### config.mk
export PLATFORM = sky130hd
export DESIGN_NAME = tcf_blend
export DESIGN_NICKNAME = d
export VERILOG_FILES = /design/src/rtl/tcf_blend.sv
export SDC_FILE = /design/constraint.sdc
export NUM_CORES = 2
export LEC_CHECK = 0
export BUFFER_PORTS_ARGS = -buffer_cell sky130_fd_sc_hd__clkbuf_2
export CORE_MARGIN = 3
export CORE_UTILIZATION = 55
export CTS_CLUSTER_SIZE = 16
export DETAILED_ROUTE_END_ITERATION = 8
export MAX_ROUTING_LAYER = met4
export PLACE_DENSITY = 0.82
export SLEW_MARGIN = 10
export SYNTH_ARGS = -nofsm -noshare
export SYNTH_HDL_FRONTEND = slang
export SYNTH_SLANG_ARGS = --single-unit
export TNS_END_PERCENT = 50
### constraint.sdc
create_clock -name clk -period 10.8 [get_ports clk]
set_clock_uncertainty 0.15 [all_clocks]
set_input_delay 2.16 -clock clk [delete_from_list [all_inputs] [get_ports clk]]
set_output_delay 2.16 -clock clk [all_outputs]
set_load 0.01 [all_outputs]
### src/rtl/tcf_blend.sv
// Three-stage blend of one filtered angle toward the accelerometer angle.
module tcf_blend #(
  parameter int SAMPLE_BITS = 16,
  parameter int ANGLE_BITS  = 20
) (
  input  logic                        clk,
  input  logic                        rst,
  input  logic                        start,
  input  logic [ANGLE_BITS-1:0]       comp,
  input  logic [ANGLE_BITS-1:0]       acc,
  input  logic signed [SAMPLE_BITS:0] omega,
  input  logic [15:0]                 weight,
  input  logic [23:0]                 gain,
  output logic                        valid,
  output logic [ANGLE_BITS-1:0]       angle
);

  localparam int DW  = ANGLE_BITS + 2;
  localparam int PW1 = SAMPLE_BITS + 1 + 25;
  localparam int TW  = ((DW > PW1 - 16) ? DW : PW1 - 16) + 1;
  localparam int PW2 = TW + 17;
  localparam logic signed [DW-1:0] HALF = DW'(1) <<< (ANGLE_BITS - 1);
  localparam logic signed [DW-1:0] FULL = DW'(1) <<< ANGLE_BITS;
  localparam logic signed [PW2-1:0] ROUND = PW2'(32'h8000);

  logic signed [DW-1:0]  raw, diff_w, diff;
  logic signed [PW1-1:0] prod1;
  logic signed [PW2-1:0] prod2;
  logic signed [TW-1:0]  t;
  logic signed [PW2-1:0] p;
  logic [ANGLE_BITS-1:0] acc_q1, acc_q2;
  logic                  v1, v2;

  // Shortest signed difference; an exact half turn keeps the sign of the raw difference.
  assign raw = $signed({2'b00, comp}) - $signed({2'b00, acc});
  always_comb begin
    if (raw > HALF) begin
      diff_w = raw - FULL;
    end else if (raw < -HALF) begin
      diff_w = raw + FULL;
    end else begin
      diff_w = raw;
    end
  end

  assign t = TW'(diff) + TW'(prod1 >>> 16);
  assign p = (prod2 + ROUND) >>> 16;

  // Stage registers.
  always_ff @(posedge clk) begin
    prod1  <= omega * $signed({1'b0, gain});
    diff   <= diff_w;
    acc_q1 <= acc;
    prod2  <= PW2'(t) * PW2'($signed({1'b0, weight}));
    acc_q2 <= acc_q1;
    angle  <= acc_q2 + p[ANGLE_BITS-1:0];
  end

  // Valid travels alongside the stages.
  always_ff @(posedge clk) begin
    if (rst) begin
      v1    <= 1'b0;
      v2    <= 1'b0;
      valid <= 1'b0;
    end else begin
      v1    <= start;
      v2    <= v1;
      valid <= v2;
    end
  end

endmodule

==> results.toml <==
[yosys]
yosys.cell_types.count = 72
yosys_warnings = 0
synth_ff_type = "dfxtp_1"
ys_seq_area_frac = 0.0838
synthMuxAreaShare = 0.000674
yosys.area_share.simple = 0.165
syn_inst = 3478
ys_seq_elements = 132
synth_top_area_frac = 0.432
synth_edf_count = 0
syn_area_mm2 = 0.0315
synth_top_family_by_area = "adder cells"
synth_fa_ha_area_frac = 0.548
synth_area_leader_cell = "fa_1"
synthTopCellsByArea = "fa_1, ha_1, inv_1"
synth_xor_area_frac = 0.0377
syn_nets = 4551
ys_async_sr_fraction = 0
synth-compound-area-share = 0.0510
avgSynthCellArea_um2 = 9.07

[worst_setup_path]
crit_buf_inv = 4
cp_slowest_stage_delay_ns = 0.88
crit_type = "reg2reg"
crit_arrival_ns = 9.39
end_kind = "register"
crit_family = "adder cells"
worstPathRequired_ns = 10.95
crit_fanout = 10
ff2ff_setup_slack_ns = 1.57
cp-start-kind = "register"
critPathMostFrequentCell = "fa_1"
cp_slowest_cell = "nor2_1"

[route]
ant_nets = 0
wirelength_um = 73800
drt_pass1_iterations = 7
drt_iter0_drc = 1432
viasPerCell = 5.38
wire_per_inst_um = 17.2
drc = 0
dr_total_vias = 23000

[clock_network]
numCtsBuffers = 17
cts_tree = "done"
clkLatencyLatePin_ns = 0.43
hold_buffers = 0
ctsHtreeMaxLevel = 4
cts_setup_buffers = 0
cts-root-buf = "clkbuf_16"
path_clk_slew_ns = 0.06
cts.sinks = 132
clockBufferDepth = 2
cts_resized = 0

[grt]
overflow = 0
first_global_vias = 25200
grt_max_degree = 29
antenna_found_initial = 1
grt_pass1_wl_um = 124000
track_usage = 0.265

[layout]
nFillCells = 4655
final_common_cell = "inv_1"
ff_latch_area_mm2 = 0.00264
syn_to_final_growth_pct = 6.17
fin_nets = 4586
multi_input_area_mm2 = 0.0254
final_cell_area_mm2 = 0.0335
antenna_cells = 0
final_layout_size_suffix_gt1_frac = 0.0601
final_cell_mix = "inv_1, fa_1, nand2_1"

[timing]
relSlewSlack = 0.212
period_share = 0.855
setup_violations = 0
tightest_slew_ns = 1.18
finalHoldViolations = 0
timing.final.crit_period_ns = 9.23
tns_ns = 0
max_freq_mhz = 108
rsz0062_at_grt = "no"
finalMaxSlewViolations = 0

[floorplanning]
fp.dieW_um = 245
core-area_mm2 = 0.0566
die-area_mm2 = 0.0603
rows = 87
fp.dieH_um = 245
num_io_pins = 121
initial_core_util = 0.557

[placement]
gp_congestion = 0.904
portBuffers = 120
dp_hpwl_um = 57900
dpl_cell_area_mm2 = 0.0328

[outcome]
status = "completed"

[job]
cap_violations = 0

[min_path]
hold_path.class = "reg2reg"
==> flip-flops by register name (all words and copies together), names as in the netlist <==
| signal | count |
|---|---|
| prod1 | 26 |
| diff | 22 |
| prod2 | 21 |
| acc_q1 | 20 |
| acc_q2 | 20 |
| angle | 20 |
| v1 | 1 |
| v2 | 1 |
| valid | 1 |
==> through the flow <==
stage | utilization | hold WS, ns | setup WS (ns) | instances
2_1_floorplan | - | 0.160 | 2.31 | 3478
3_3_place_gp | 0.580 | 0.161 | 1.64 | 4250
3_5_place_dp | 0.580 | 0.162 | 1.48 | 4250
4_1_cts | 0.592 | 0.174 | 1.64 | 4281
5_1_grt | 0.592 | 0.181 | 1.05 | 4281
6_report | 0.592 | 0.174 | 1.57 | 4281
==> cell families after synthesis <==
group | count (synthesis)
flops | 132
simple gates | 1052
buf+inv | 960
fa+ha+maj | 973
compound gates | 228
mux | 2
xor+xnor | 131
==> cells in the mapped netlist, types with 3 or more instances <==
cell / count
a211oi_1: 7
fa_1: 681
o211ai_1: 4
dfxtp_1: 132
xnor2_1: 97
or3_1: 8
o21ai_0: 37
nor2b_1: 31
clkbuf_1: 117
nand4_1: 5
o31a_1: 3
a311oi_1: 3
a21oi_1: 60
o22ai_1: 3
a21boi_0: 5
o21ai_2: 3
and3_1: 17
or2_2: 7
nor2_1: 79
a211o_1: 4
o21ai_1: 4
nor4_1: 3
a21o_1: 23
nand3b_1: 4
a31oi_1: 6
nand3_1: 28
nand2b_1: 31
nor3_1: 17
ha_1: 292
nand2_1: 468
and2_1: 346
buf_1: 5
a21oi_2: 4
o21a_1: 18
inv_1: 838
a221oi_1: 3
o31ai_1: 3
o21bai_1: 11
xor2_1: 30
==> per-layer routing <==
layer  part of all wire  routed length, um  vias up  global-route usage
li1                   -                  -    10300                   -
met1               0.38              28200    11500               0.322
met2               0.49              36300      998               0.439
met3              0.083               6150      241              0.0479
met4              0.044               3230        0               0.105
met5                  0                  0        -                   -
==> cell type report <==
| class | instances | share of cell area |
|---|---|---|
| Clock buffer | 19 | 0.0135 |
| Clock inverter | 12 | 0.00605 |
| Inverter | 838 | 0.0939 |
| Tap cell | 756 | 0.0282 |
| Timing Repair Buffer | 138 | 0.0220 |
| Multi-Input combinational cell | 2386 | 0.757 |
| Sequential cell | 132 | 0.0789 |
==> worst register-to-register path: cells and delay by family, from the launching register on <==
kind / cells / cell delay (ns)
xor gates and xnor gates: 1 / 0.26
adders and majority gates: 9 / 3.88
AOI/OAI and AO/OA: 11 / 2.53
buffers and inverters: 4 / 0.22
and+or+nand+nor: 7 / 1.78
DFF: 1 / 0.31
==> worst paths after layout <==
path         startpoint   endpoint  cells past startpoint
max           prod1[16]  prod2[35]                     32
max reg2reg   prod1[16]  prod2[35]                     32
min reg2reg   acc_q1[7]  acc_q2[7]                      0
min           acc_q1[7]  acc_q2[7]                      0
Power is not shown: default switching activity piles up to over one toggle a cycle in this logic, so the estimate is an artifact.
