===== src/rtl/tcf_pkg.sv =====
// Shared types, register indexes, reset values and the arctangent table of the tilt filter.
package tcf_pkg;

  // Register indexes on the configuration channel.
  localparam logic [7:0] CFG_BLEND_WEIGHT = 8'd0;
  localparam logic [7:0] CFG_RATE_GAIN    = 8'd1;

  // Register reset values.
  localparam logic [15:0] BLEND_WEIGHT_RESET = 16'd64225;
  localparam logic [23:0] RATE_GAIN_RESET    = 24'd65536;

  // Input mode codes.
  localparam logic MODE_START  = 1'b0;
  localparam logic MODE_UPDATE = 1'b1;

  // Sequencer of one accelerometer angle unit.
  typedef enum logic [2:0] {
    A_IDLE,
    A_SUM,
    A_ROOT,
    A_SETUP,
    A_ROTATE,
    A_FINISH
  } ang_state_t;

  // Sequencer of the top level.
  typedef enum logic [1:0] {
    T_IDLE,
    T_ANGLE,
    T_BLEND,
    T_STORE
  } top_state_t;

  // Arctangent of 2^-i as a 32-bit binary angle of a full turn.
  function automatic logic [31:0] arctan_turn(input logic [4:0] i);
    logic [31:0] v;
    case (i)
      5'd0:  v = 32'h20000000;
      5'd1:  v = 32'h12E4051E;
      5'd2:  v = 32'h09FB385B;
      5'd3:  v = 32'h051111D4;
      5'd4:  v = 32'h028B0D43;
      5'd5:  v = 32'h0145D7E1;
      5'd6:  v = 32'h00A2F61E;
      5'd7:  v = 32'h00517C55;
      5'd8:  v = 32'h0028BE53;
      5'd9:  v = 32'h00145F2F;
      5'd10: v = 32'h000A2F98;
      5'd11: v = 32'h000517CC;
      5'd12: v = 32'h00028BE6;
      5'd13: v = 32'h000145F3;
      5'd14: v = 32'h0000A2FA;
      5'd15: v = 32'h0000517D;
      5'd16: v = 32'h000028BE;
      5'd17: v = 32'h0000145F;
      5'd18: v = 32'h00000A30;
      5'd19: v = 32'h00000518;
      5'd20: v = 32'h0000028C;
      5'd21: v = 32'h00000146;
      5'd22: v = 32'h000000A3;
      5'd23: v = 32'h00000051;
      5'd24: v = 32'h00000029;
      5'd25: v = 32'h00000014;
      5'd26: v = 32'h0000000A;
      5'd27: v = 32'h00000005;
      5'd28: v = 32'h00000003;
      5'd29: v = 32'h00000001;
      5'd30: v = 32'h00000001;
      default: v = 32'h00000000;
    endcase
    return v;
  endfunction

endpackage


===== src/rtl/tcf_angle.sv =====
// Accelerometer tilt angle unit: squares, digit-serial square root and iterated CORDIC.
module tcf_angle #(
  parameter int SAMPLE_BITS  = 16,
  parameter int ANGLE_BITS   = 20,
  parameter int CORDIC_STEPS = 20
) (
  input  logic                          clk,
  input  logic                          rst,
  input  logic                          start,
  input  logic signed [SAMPLE_BITS-1:0] a,
  input  logic signed [SAMPLE_BITS-1:0] b,
  input  logic signed [SAMPLE_BITS-1:0] c,
  input  logic                          z_neg,
  output logic                          done,
  output logic [ANGLE_BITS-1:0]         angle
);

  localparam int PRESCALE = 30 - SAMPLE_BITS;
  localparam int SQ_W     = 2 * SAMPLE_BITS + 2;
  localparam int RAD_W    = SQ_W + 2 * PRESCALE;
  localparam int ROOT_W   = RAD_W / 2;
  localparam int REM_W    = ROOT_W + 3;
  localparam int XW       = 34;
  localparam int SH       = 32 - ANGLE_BITS;
  localparam int CNT_W    = 6;
  localparam logic [32:0] HALF = (33'd1 << SH) >> 1;

  tcf_pkg::ang_state_t state, state_next;

  logic signed [2*SAMPLE_BITS-1:0] bsq, csq;
  logic signed [SAMPLE_BITS-1:0]   a_q;
  logic                            zn_q;
  logic [RAD_W-1:0]                rad;
  logic [REM_W-1:0]                rem;
  logic [ROOT_W-1:0]               root;
  logic signed [XW-1:0]            x, y;
  logic [31:0]                     z;
  logic [CNT_W-1:0]                cnt;

  logic [SQ_W-1:0]      sum_sq;
  logic [REM_W-1:0]     rem_sh, trial;
  logic signed [XW-1:0] xs, ys;
  logic [31:0]          zm;
  logic [32:0]          rnd;
  logic                 root_last, rot_last, zero_vec;

  assign sum_sq    = SQ_W'(unsigned'(bsq)) + SQ_W'(unsigned'(csq));
  assign rem_sh    = {rem[REM_W-3:0], rad[RAD_W-1 -: 2]};
  assign trial     = {1'b0, root, 2'b01};
  assign xs        = x >>> cnt[4:0];
  assign ys        = y >>> cnt[4:0];
  assign root_last = (cnt == CNT_W'(ROOT_W - 1));
  assign rot_last  = (cnt == CNT_W'(CORDIC_STEPS - 1));
  assign zero_vec  = (root == '0) && (a_q == '0);

  // Mirror for negative Z, then round to the output angle width.
  assign zm    = zn_q ? (32'h8000_0000 - z) : z;
  assign rnd   = {1'b0, zm} + HALF;
  assign angle = rnd[31:SH];
  assign done  = (state == tcf_pkg::A_FINISH);

  // State register.
  always_ff @(posedge clk) begin
    if (rst) begin
      state <= tcf_pkg::A_IDLE;
    end else begin
      state <= state_next;
    end
  end

  // Next state of the sequencer.
  always_comb begin
    state_next = state;
    case (state)
      tcf_pkg::A_IDLE:   if (start) state_next = tcf_pkg::A_SUM;
      tcf_pkg::A_SUM:    state_next = tcf_pkg::A_ROOT;
      tcf_pkg::A_ROOT:   if (root_last) state_next = tcf_pkg::A_SETUP;
      tcf_pkg::A_SETUP:  state_next = zero_vec ? tcf_pkg::A_FINISH : tcf_pkg::A_ROTATE;
      tcf_pkg::A_ROTATE: if (rot_last) state_next = tcf_pkg::A_FINISH;
      tcf_pkg::A_FINISH: state_next = tcf_pkg::A_IDLE;
      default:           state_next = tcf_pkg::A_IDLE;
    endcase
  end

  // Datapath: one square root bit or one CORDIC rotation per cycle.
  always_ff @(posedge clk) begin
    case (state)
      tcf_pkg::A_IDLE: begin
        bsq  <= b * b;
        csq  <= c * c;
        a_q  <= a;
        zn_q <= z_neg;
      end
      tcf_pkg::A_SUM: begin
        rad  <= {sum_sq, {(2*PRESCALE){1'b0}}};
        rem  <= '0;
        root <= '0;
        cnt  <= '0;
      end
      tcf_pkg::A_ROOT: begin
        rad <= rad << 2;
        cnt <= cnt + 1'b1;
        if (rem_sh >= trial) begin
          rem  <= rem_sh - trial;
          root <= {root[ROOT_W-2:0], 1'b1};
        end else begin
          rem  <= rem_sh;
          root <= {root[ROOT_W-2:0], 1'b0};
        end
      end
      tcf_pkg::A_SETUP: begin
        x   <= XW'(root);
        y   <= XW'(a_q) <<< PRESCALE;
        z   <= '0;
        cnt <= '0;
      end
      tcf_pkg::A_ROTATE: begin
        cnt <= cnt + 1'b1;
        if (!y[XW-1]) begin
          x <= x + ys;
          y <= y - xs;
          z <= z + tcf_pkg::arctan_turn(cnt[4:0]);
        end else begin
          x <= x - ys;
          y <= y + xs;
          z <= z - tcf_pkg::arctan_turn(cnt[4:0]);
        end
      end
      default: begin
      end
    endcase
  end

endmodule


===== config.mk =====
export PLATFORM = sky130hd
export DESIGN_NAME = tcf_angle
export DESIGN_NICKNAME = d
export VERILOG_FILES = /design/src/rtl/tcf_pkg.sv /design/src/rtl/tcf_angle.sv
export SDC_FILE = /design/constraint.sdc
export NUM_CORES = 2
export LEC_CHECK = 0
export CAP_MARGIN = 5
export CORE_MARGIN = 2
export CORE_UTILIZATION = 70
export DETAILED_ROUTE_END_ITERATION = 10
export DONT_BUFFER_PORTS = 1
export GPL_TIMING_DRIVEN = 1
export PLACE_DENSITY = 0.89
export SYNTH_ARGS = -nofsm -noshare
export SYNTH_HDL_FRONTEND = slang
export SYNTH_SLANG_ARGS = --single-unit
export TNS_END_PERCENT = 100

===== constraint.sdc =====
create_clock -name clk -period 20.6 [get_ports clk]
set_input_delay 1.03 -clock clk [delete_from_list [all_inputs] [get_ports clk]]
set_output_delay 1.03 -clock clk [all_outputs]
set_load 0.05 [all_outputs]

==> reports/qor.yml <==
setup_path:
  cp.required_ps: 20880
  startpoint_type: "register"
  cp_slowest_cell: "buf_4"
  worst_ep_arrival_time_ps: 8180
  crit_fanout: 52
  r2r_start: "cnt[0]"
  cp_common_cell: "o21ai_0"
  critPathLaunch: "cnt[0]"
  reg2reg_depth: 25
  critPathCaptureType: "register"
  criticalPathCategory: "register to register"
  cpPeakStageDelay_ps: 710
routing:
  drt_iter0_markers: 3650
  wl_mm: 115
  via_count: 35900
  drc_errors: 0
  ant_nets: 0
  post_drt_wl_per_cell_um: 20.4
  drtPass1Iterations: 8
  avgViaCountPerCell: 6.36
hold_path:
  whs_path_depth: 1
  hp-class: "input port to register"
  hp-start: "rst"
floorplan:
  initial_utilization: 0.712
  io_pins: 73
  rows: 92
  die_width_um: 258
  core_region_area_mm2: 0.0633
  die-area_mm2: 0.0664
  die_h_um: 258
logic_synthesis:
  dominantRegCellSynth: "edfxtp_1"
  netlist.top_cell.by_area: "fa_1"
  synth_area_leaders: "fa_1 (21%), edfxtp_1 (19%), ha_1 (9.7%)"
  yosys_warnings: 0
  synthesis.nets: 5792
  synthesis.area_mm2: 0.0450
  synth_seq_cells: 315
  synth_cell_types: 104
  synth_top_area_share: 0.211
  yosysSeqAreaShare: 0.203
  synth_cells: 4917
  avgSynthCellArea_um2: 9.16
  synth_edf_count: 282
  async_reset_ff_frac: 0
timing:
  timing.fmax_ghz: 0.127
  max-slew-margin-rel: 0.216
  setup_viol: 0
  grt_setup_unrepaired: "false"
  worst_pin_slew_ps: 1180
  hold_viol_final: 0
  fin_worst_skew_ps: 33.9
  finalMaxSlewViolations: 0
  finalCritPeriodShare: 0.384
  tns_ps: 0
  period_needed_ps: 7910
  hold_ws_ps: 521
  layout_setup_ws_ps: 12690
clocking:
  cts-resized-gates: 0
  clkTransAtPathRegs_ps: 60
  root_buffer: "clkbuf_16"
  postCtsHoldBufs: 0
  cts_htree_levels: 2
  tritoncts: "done"
  clockBufferDepth: 3
  numCtsBuffers: 37
  clock-sinks: 315
  cts_setup_buffers: 0
  insertion_delay_ps: 580
global_routing:
  grt_start_max_net_pins: 95
  grt_remaining_overflow: 0
  grt_pass1_vias: 36500
  antenna_found_initial: 4
  grt_usage: 0.350
  grt_pass1_wl_mm: 186
final_layout:
  drive_gt1_frac: 0.0486
  area_delta_synth_final_pct: 3.08
  nFillCells: 4446
  postLayoutCoreUtil: 0.733
  nNetsFinal: 5640
  multi_input_area_mm2: 0.0320
  seq_area_mm2: 0.00913
job:
  drv_cap: 0
place:
  gp_congestion: 0.997
  place_worst_setup_slack_ps: 12620
  io_buffers: 0
  dp_hpwl_mm: 88.2
status:
  status: "completed"
[state kept, by name, indices dropped and copies added, names as in the netlist, 3 cells and up, named ones only]
| name | cells |
|---|---|
| a_q | 16 |
| bsq | 31 |
| cnt | 6 |
| csq | 31 |
| rad | 34 |
| rem | 32 |
| root | 31 |
| state | 3 |
| x | 34 |
| y | 34 |
| z | 32 |
[path summary, 6_finish.rpt]
check             end  slack [ps]
max             y[32]       12690
min          state[1]         520
max reg2reg     y[32]       12690
min reg2reg   rad[45]         540
[through the flow]
stage | cells | cell area (um^2)
CTS | 5640 | 46400
global placement | 5572 | 45200
detailed placement | 5572 | 45200
floorplan | 4917 | 45000
finish | 5642 | 46400
global route | 5642 | 46400
[cell families after synthesis]
kind of cell               after synthesis  share of synthesized area
and+or+nand+nor                       1287                      0.134
AOI/OAI and AO/OA                      948                      0.133
muxes                                  206                     0.0661
xor gates and xnor gates               353                     0.0686
adders and majority gates              823                      0.308
DFF                                    315                      0.203
buffers and inverters                  985                     0.0884
[per-layer routing]
metal | vias to the layer above | track usage | wire length [um]
li1 | 16300 | - | -
met1 | 17400 | 0.430 | 42700
met2 | 1757 | 0.594 | 56400
met3 | 473 | 0.0536 | 9310
met4 | 4 | 0.192 | 6840
met5 | - | 0 | 15
[area by class of cell]
type | instances | area share
Antenna cell | 2 | 0.000108
Clock buffer | 47 | 0.0217
Clock inverter | 21 | 0.00375
Inverter | 767 | 0.0620
Multi-Input combinational cell | 3617 | 0.689
Sequential cell | 315 | 0.197
Tap cell | 846 | 0.0228
Timing Repair Buffer | 27 | 0.00437
[cell usage in the layout, fill, tap and decap left out, types with 19 or more instances in the layout]
cell type	netlist	final
o211ai_1	25	25
mux4_2	47	47
nor2_1	399	397
a21o_1	98	98
o21ai_0	221	220
clkbuf_16	0	39
o21a_1	32	32
dfxtp_1	33	33
nor3_1	64	63
a21oi_1	284	283
fa_1	474	474
o21bai_1	40	40
nand4_1	34	34
o22ai_1	21	21
nand2b_1	51	51
mux2i_1	99	99
xnor2_1	231	231
and2_1	112	112
xor2_1	122	122
mux2_2	42	42
o31ai_1	19	19
nand3_1	53	53
a31oi_1	32	32
and3_1	32	32
buf_4	32	27
nor2b_1	29	29
edfxtp_1	282	282
ha_1	349	349
a211oi_1	38	38
nand2_1	414	412
inv_1	761	761
nor4_1	25	25
[critical path: cells and delay by family (launching register included)]
family,cells,cell delay (ps)
XOR/XNOR,2,390
flip-flops,1,320
AND/OR/NAND/NOR,5,1160
multiplexers,2,620
adder cells (fa/ha/maj),2,540
buffers and inverters,4,1940
AO/OA/AOI/OAI,10,2580
[Yosys cell counts, drive strengths merged (21+ instances only)]
master and n:
a211oi 38, a21o 98, a21oi 285, a31oi 33, and2 114, and3 34
buf 76, clkbuf 142, dfxtp 33, edfxtp 282, fa 474, ha 349
inv 763, mux2 42, mux2i 101, mux4 63, nand2 416, nand2b 51
nand3 54, nand4 34, nor2 399, nor2b 29, nor3 67, nor4 27
o211ai 25, o21a 32, o21ai 225, o21bai 40, o22ai 21, xnor2 231
xor2 122
Power is left out: the tool's default activity adds up to more than one toggle a clock period on the data nets, which glitch-free logic cannot reach.
